<file path="src/rtl/core/rbo_pkg.sv">
package rbo_pkg;

    localparam int DEPTH = 16;
    localparam int CNT_W = $clog2(DEPTH + 1);
    localparam int CAP_W = 5;
    localparam int DATA_W = 16;
    localparam int CMD_W = 2;
    localparam int STAT_W = 2;

    localparam logic [CAP_W-1:0] CAP_RESET = CAP_W'(16);

    typedef enum logic [CMD_W-1:0] {
        CMD_WRITE     = 2'd0,
        CMD_OVERWRITE = 2'd1,
        CMD_READ      = 2'd2,
        CMD_CLEAR     = 2'd3
    } cmd_t;

    localparam logic [STAT_W-1:0] ST_OK    = 2'd0;
    localparam logic [STAT_W-1:0] ST_FULL  = 2'd1;
    localparam logic [STAT_W-1:0] ST_EMPTY = 2'd2;

    typedef struct packed {
        logic shift;
        logic load;
    } cell_ctrl_t;

    typedef struct packed {
        logic [STAT_W-1:0] status;
        logic [DATA_W-1:0] read_value;
    } result_t;

endpackage

</file>
<file path="src/rtl/core/rbo_cell.sv">
module rbo_cell (
    input  logic                        clk,
    input  rbo_pkg::cell_ctrl_t         ctrl,
    input  logic [rbo_pkg::DATA_W-1:0]  write_value,
    input  logic [rbo_pkg::DATA_W-1:0]  neighbor_data,
    output logic [rbo_pkg::DATA_W-1:0]  data
);
    import rbo_pkg::*;

    logic [DATA_W-1:0] data_reg;
    logic [DATA_W-1:0] data_next;

    always_comb
    begin
        if (ctrl.load)
        begin
            data_next = write_value;
        end
        else if (ctrl.shift)
        begin
            data_next = neighbor_data;
        end
        else
        begin
            data_next = data_reg;
        end
    end

    always_ff @(posedge clk)
    begin
        data_reg <= data_next;
    end

    assign data = data_reg;

endmodule

</file>
<file path="src/rtl/core/rbo_out_stage.sv">
module rbo_out_stage (
    input  logic              clk,
    input  logic              rst_n,
    input  logic              in_accept,
    input  rbo_pkg::result_t  in_result,
    output logic              in_ready,
    output logic              out_valid,
    input  logic              out_ready,
    output rbo_pkg::result_t  out_result
);
    import rbo_pkg::*;

    logic    main_valid_reg;
    logic    main_valid_next;
    logic    skid_valid_reg;
    logic    skid_valid_next;
    result_t main_reg;
    result_t main_next;
    result_t skid_reg;
    result_t skid_next;

    assign in_ready = !skid_valid_reg;

    always_comb
    begin
        main_valid_next = main_valid_reg;
        skid_valid_next = skid_valid_reg;
        main_next       = main_reg;
        skid_next       = skid_reg;
        if (main_valid_reg && !out_ready)
        begin
            if (in_accept)
            begin
                skid_valid_next = 1'b1;
                skid_next       = in_result;
            end
        end
        else if (skid_valid_reg)
        begin
            main_valid_next = 1'b1;
            main_next       = skid_reg;
            skid_valid_next = 1'b0;
        end
        else
        begin
            main_valid_next = in_accept;
            main_next       = in_result;
        end
    end

    always_ff @(posedge clk or negedge rst_n)
    begin
        if (!rst_n)
        begin
            main_valid_reg <= 1'b0;
            skid_valid_reg <= 1'b0;
        end
        else
        begin
            main_valid_reg <= main_valid_next;
            skid_valid_reg <= skid_valid_next;
        end
    end

    always_ff @(posedge clk)
    begin
        main_reg <= main_next;
        skid_reg <= skid_next;
    end

    assign out_valid  = main_valid_reg;
    assign out_result = main_reg;

endmodule

</file>
<file path="src/rtl/core/ring_buffer_with_overwrite.sv">
// Circular FIFO of 16-bit words with overwrite, built as a row of shifting cells:
// the oldest word sits in cell 0, a read shifts the row down by one, and a write
// loads the cell at the fill count. Every command word yields one result word
// (status, read_value). A command is taken every cycle while the skid register is
// empty; the result goes to an output register backed by that skid register, so the
// input keeps accepting one more word while a result is stalled. Writing capacity
// (0 acts as 1, values above the depth saturate) empties the buffer.
module ring_buffer_with_overwrite (
    input  logic                        clk,
    input  logic                        rst_n,
    input  logic                        in_valid,
    output logic                        in_ready,
    input  logic [rbo_pkg::CMD_W-1:0]   command,
    input  logic [rbo_pkg::DATA_W-1:0]  write_value,
    output logic                        out_valid,
    input  logic                        out_ready,
    output logic [rbo_pkg::STAT_W-1:0]  status,
    output logic [rbo_pkg::DATA_W-1:0]  read_value,
    input  logic                        cfg_wen,
    input  logic [rbo_pkg::CAP_W-1:0]   cfg_wdata
);
    import rbo_pkg::*;

    logic [CAP_W-1:0]  cap_reg;
    logic [CAP_W-1:0]  cap_next;
    logic [CNT_W-1:0]  count_reg;
    logic [CNT_W-1:0]  count_next;
    logic [CNT_W-1:0]  eff_cap;
    logic [CNT_W-1:0]  load_idx;
    logic              load_en;
    logic              shift_en;
    logic              accept;
    result_t           result;
    result_t           out_result;
    cmd_t              cmd;
    logic [DATA_W-1:0] cell_data [DEPTH];

    assign accept = in_valid && in_ready;
    assign cmd    = cmd_t'(command);

    always_comb
    begin
        if (cap_reg == '0)
        begin
            eff_cap = CNT_W'(1);
        end
        else if (int'(cap_reg) > DEPTH)
        begin
            eff_cap = CNT_W'(DEPTH);
        end
        else
        begin
            eff_cap = CNT_W'(cap_reg);
        end
    end

    always_comb
    begin
        count_next        = count_reg;
        load_en           = 1'b0;
        shift_en          = 1'b0;
        load_idx          = count_reg;
        result.status     = ST_OK;
        result.read_value = '0;
        case (cmd)
            CMD_WRITE:
            begin
                if (count_reg >= eff_cap)
                begin
                    result.status = ST_FULL;
                end
                else
                begin
                    load_en    = 1'b1;
                    count_next = count_reg + CNT_W'(1);
                end
            end
            CMD_OVERWRITE:
            begin
                load_en = 1'b1;
                if (count_reg < eff_cap)
                begin
                    count_next = count_reg + CNT_W'(1);
                end
                else
                begin
                    shift_en = 1'b1;
                    load_idx = eff_cap - CNT_W'(1);
                end
            end
            CMD_READ:
            begin
                if (count_reg == '0)
                begin
                    result.status = ST_EMPTY;
                end
                else
                begin
                    shift_en          = 1'b1;
                    result.read_value = cell_data[0];
                    count_next        = count_reg - CNT_W'(1);
                end
            end
            CMD_CLEAR:
            begin
                count_next = '0;
            end
            default:
            begin
                count_next = count_reg;
            end
        endcase
    end

    assign cap_next = cfg_wdata;

    always_ff @(posedge clk or negedge rst_n)
    begin
        if (!rst_n)
        begin
            cap_reg   <= CAP_RESET;
            count_reg <= '0;
        end
        else if (cfg_wen)
        begin
            cap_reg   <= cap_next;
            count_reg <= '0;
        end
        else if (accept)
        begin
            count_reg <= count_next;
        end
    end

    for (genvar i = 0; i < DEPTH; i++)
    begin : g_cell
        cell_ctrl_t        ctrl;
        logic [DATA_W-1:0] nbr;

        assign ctrl.shift = accept && shift_en;
        assign ctrl.load  = accept && load_en && (load_idx == CNT_W'(i));

        if (i == DEPTH - 1)
        begin : g_last
            assign nbr = cell_data[i];
        end
        else
        begin : g_mid
            assign nbr = cell_data[i+1];
        end

        rbo_cell u_cell (
            .clk           (clk),
            .ctrl          (ctrl),
            .write_value   (write_value),
            .neighbor_data (nbr),
            .data          (cell_data[i])
        );
    end

    rbo_out_stage u_out (
        .clk        (clk),
        .rst_n      (rst_n),
        .in_accept  (accept),
        .in_result  (result),
        .in_ready   (in_ready),
        .out_valid  (out_valid),
        .out_ready  (out_ready),
        .out_result (out_result)
    );

    assign status     = out_result.status;
    assign read_value = out_result.read_value;

endmodule

</file>
<file path="config.mk">
export PLATFORM = sky130hd
export DESIGN_NAME = ring_buffer_with_overwrite
export DESIGN_NICKNAME = d
export VERILOG_FILES = /design/src/rtl/core/rbo_pkg.sv /design/src/rtl/core/rbo_cell.sv /design/src/rtl/core/rbo_out_stage.sv /design/src/rtl/core/ring_buffer_with_overwrite.sv
export SDC_FILE = /design/constraint.sdc
export NUM_CORES = 1
export LEC_CHECK = 0
export BUFFER_PORTS_ARGS = -buffer_cell sky130_fd_sc_hd__buf_2
export CAP_MARGIN = 25
export CORE_UTILIZATION = 60
export DETAILED_ROUTE_END_ITERATION = 16
export PLACE_DENSITY_LB_ADDON = 0.1
export SLEW_MARGIN = 10
export SYNTH_ARGS = -nofsm -noshare
export SYNTH_HDL_FRONTEND = slang
export SYNTH_SLANG_ARGS = --single-unit
</file>
<file path="constraint.sdc">
create_clock -name clk -period 8.13 [get_ports clk]
set_input_delay 0.813 -clock clk [delete_from_list [all_inputs] [get_ports clk]]
set_output_delay 0.813 -clock clk [all_outputs]
set_load 0.1 [all_outputs]
</file>
==> flow_summary.json <==
{
  "status": "completed",
  "stdcell_count": 1600,
  "cpPeakStageDelay_ns": 0.72,
  "hold_class": "in2async",
  "slew_headroom_pct": 29.9,
  "initial_core_util_pct": 61.0,
  "cts.hold.buffers_added": 0,
  "die_width_um": 162,
  "leakagePower_uw": 0.00550,
  "wire_per_inst_um": 22.4,
  "seq_area_frac_synth_pct": 59.2,
  "insertion_delay_ns": 0.57,
  "synthToLayoutAreaGrowth_pct": 8.48,
  "drive_above_1_share_pct": 15.0,
  "root_buffer": "clkbuf_16",
  "power_density_nw_per_um2": 224,
  "first_pass_iters": 7,
  "min_period_ns": 4.68,
  "finalSetupViolations": 0,
  "required_ns": 8.44,
  "clk_pin_slew_ns": 0.06,
  "grt_pass1_vias": 10300,
  "wl_mm": 35.8,
  "cp_slowest_cell": "a221o_2",
  "synthesis.nets": 1301,
  "clock-skew-final_ns": 0.0263,
  "num_antenna_cells": 0,
  "worstPathMaxFanout": 35,
  "max-cap-violations": 0,
  "max-vdd-ir-drop_v": 0.000197,
  "gp_routability_congestion": 0.900,
  "port_buffers": 47,
  "core_area_um2": 25100,
  "viasPerCell": 6.73,
  "stdcell_area_um2": 16600,
  "cts-resized-gates": 0,
  "track_usage_pct": 28.1,
  "seq_area_um2": 9070,
  "ys_ff_latch": 304,
  "max_freq_mhz": 214,
  "tightestPinTransition_ns": 1.05,
  "async_reset_ff_share_pct": 3.95,
  "rsz0062_at_grt": "false",
  "antenna_found_initial": 0,
  "synth_edf_count": 292,
  "grt_max_degree": 71,
  "synth_cells": 1259,
  "crit_chain": "clkinv_1 -> o21ai_0 -> ha_1 -> nor2b_1 -> o31ai_1 -> a221o_2 -> buf_4 -> o21a_1 -> o21ai_1 -> buf_4",
  "cts_setup_buffers": 0,
  "grt_overflow_total": 0,
  "io_pins": 48,
  "dpl_cell_area_um2": 15700,
  "largest_reg_flops": 256,
  "dp_hpwl_mm": 22.9,
  "hold_viol_final": 0,
  "multi_input_area_um2": 5660,
  "slew_viol_final": 0,
  "fillers": 1882,
  "final_util_pct": 66.2,
  "vias": 10800,
  "dieArea_um2": 26200,
  "h-tree-depth": 1,
  "nNetsFinal": 1291,
  "worstRegToRegCells": 10,
  "cp.arrival_ns": 4.99,
  "p_total_uw": 3720,
  "worstSetupStartpointType": "flip-flop",
  "cts_buffer_depth": 3,
  "ys_warn_count": 0,
  "syn_avg_cell_area_um2": 12.2,
  "grt_pass1_wl_mm": 57.4,
  "post_synth_num_cell_types": 66,
  "num_rows": 58,
  "period_share_pct": 57.6,
  "die_h_um": 162,
  "cpMostUsedCell": "buf_4",
  "dp.cells": 1542,
  "cts_tree": "done",
  "cp-end-kind": "flip-flop",
  "tns_ns": 0,
  "drtIter0Drc": 1016,
  "cts.sinks": 304,
  "drcViolationCount": 0,
  "path_class": "reg2reg",
  "syn_area_um2": 15300,
  "ys.flop_type": "edfxtp_1",
  "drtAntennaViolNets": 0,
  "cts-buffers-inserted": 31
}
## placed cells by master (no fill, tap or decap), types with 3 or more instances in the layout
cell type	instances
o211ai_1	322
edfxtp_1	292
nand2_1	214
o2bb2ai_1	64
buf_2	47
o211ai_2	32
buf_4	32
clkbuf_16	31
mux2_2	21
and2_1	18
o21ai_1	15
nor2_1	15
ha_1	13
clkinv_1	11
dfrtp_1	11
inv_1	9
o21a_1	9
or4_1	9
a21oi_1	7
clkbuf_1	6
o21ai_0	5
clkinv_2	5
nor3_1	4
nand3_1	4
a21o_1	4
nor2b_1	4
a211oi_1	4
nand3b_1	3
o21ai_2	3
## report_power, final
| group | leakage [uW] | switching [uW] | internal, uW |
|---|---|---|---|
| Combinational | 0.00227 | 432 | 151 |
| Sequential | 0.00279 | 34.8 | 1810 |
| Clock | 0.000443 | 568 | 721 |
| Total | 0.00550 | 1040 | 2690 |
## critical path, delay by kind of cell (launching register included)
kind                     cells  cell delay [ns]
adder cells (fa/ha/maj)      1             0.46
buffers and inverters        3             1.03
AO/OA/AOI/OAI                5             2.19
AND/OR/NAND/NOR              1             0.09
flip-flops                   1             0.61
## cell type report
type	instances	area share, %
Timing Repair Buffer	81	3.15
Clock inverter	17	0.610
Tap cell	330	2.49
Sequential cell	304	54.6
Clock buffer	37	4.81
Inverter	12	0.271
Multi-Input combinational cell	819	34.1
## Yosys cell counts, types with 2 or more instances
library cell / count / area share [%]
a211oi_1: 4 / 0.20
a221o_1: 2 / 0.13
nand2_1: 214 / 5.2
buf_2: 39 / 1.3
nor3_1: 4 / 0.13
inv_1: 9 / 0.22
o2bb2ai_1: 64 / 3.7
o31ai_1: 2 / 0.098
ha_1: 13 / 1.1
nand3_1: 4 / 0.13
or4_4: 2 / 0.15
clkbuf_1: 67 / 1.6
o21ai_1: 10 / 0.33
o211ai_2: 32 / 2.6
o211ai_1: 322 / 16
a21oi_1: 8 / 0.26
dfrtp_1: 11 / 1.8
nor2_1: 17 / 0.42
inv_2: 2 / 0.049
a21o_1: 4 / 0.20
o32ai_1: 2 / 0.11
edfxtp_1: 292 / 57
a32oi_1: 2 / 0.11
nand3b_1: 3 / 0.15
mux2_2: 21 / 1.5
nor2b_1: 4 / 0.16
buf_4: 2 / 0.098
nor4_1: 2 / 0.082
o21a_4: 2 / 0.20
or3_1: 2 / 0.082
buf_1: 8 / 0.20
and2_1: 18 / 0.74
or4_1: 9 / 0.44
nand4b_1: 2 / 0.11
buf_6: 8 / 0.59
o21a_1: 9 / 0.44
o21ai_2: 3 / 0.17
nand2b_1: 2 / 0.082
o21ai_0: 10 / 0.33
xor2_1: 2 / 0.11
## per-stage QoR
| step | hold WS [ns] | setup slack [ns] |
|---|---|---|
| 2_1_floorplan | 0.500 | 4.04 |
| 4_1_cts | 0.106 | 3.52 |
| 3_3_place_gp | 0.507 | 3.38 |
| 6_report | 0.113 | 3.45 |
| 3_5_place_dp | 0.510 | 3.55 |
| 5_1_grt | 0.117 | 3.13 |
## worst paths after layout
check / from / endpoint / slack (ns)
max: cap_reg[4] / g_cell[5].u_cell.data[0] / 3.45
min: rst_n / cap_reg[3] / 0.11
max reg2reg: cap_reg[4] / g_cell[5].u_cell.data[0] / 3.45
min reg2reg: g_cell[7].u_cell.data[2] / g_cell[6].u_cell.data[2] / 0.52
max in group asynchronous: rst_n / cap_reg[4] / 7.74
min in group clk: write_value[12] / g_cell[15].u_cell.data[12] / 0.43
## cells by family after synthesis
| group | synth area share [%] |
|---|---|
| AOI/OAI and AO/OA | 25.4 |
| DFF | 59.2 |
| and+or+nand+nor | 8.41 |
| buffers and inverters | 4.09 |
| muxes | 1.54 |
| adders and majority gates | 1.19 |
| xor gates and xnor gates | 0.172 |
## layer usage
layer	share of wire (%)	global-route usage, %	up-vias
li1	-	-	5019
met4	3.1	10.2	0
met1	42	38.7	5246
met5	0	0	-
met2	49	46.1	421
met3	6.0	3.32	87
No activity file was read; power rests on OpenSTA's default activity.
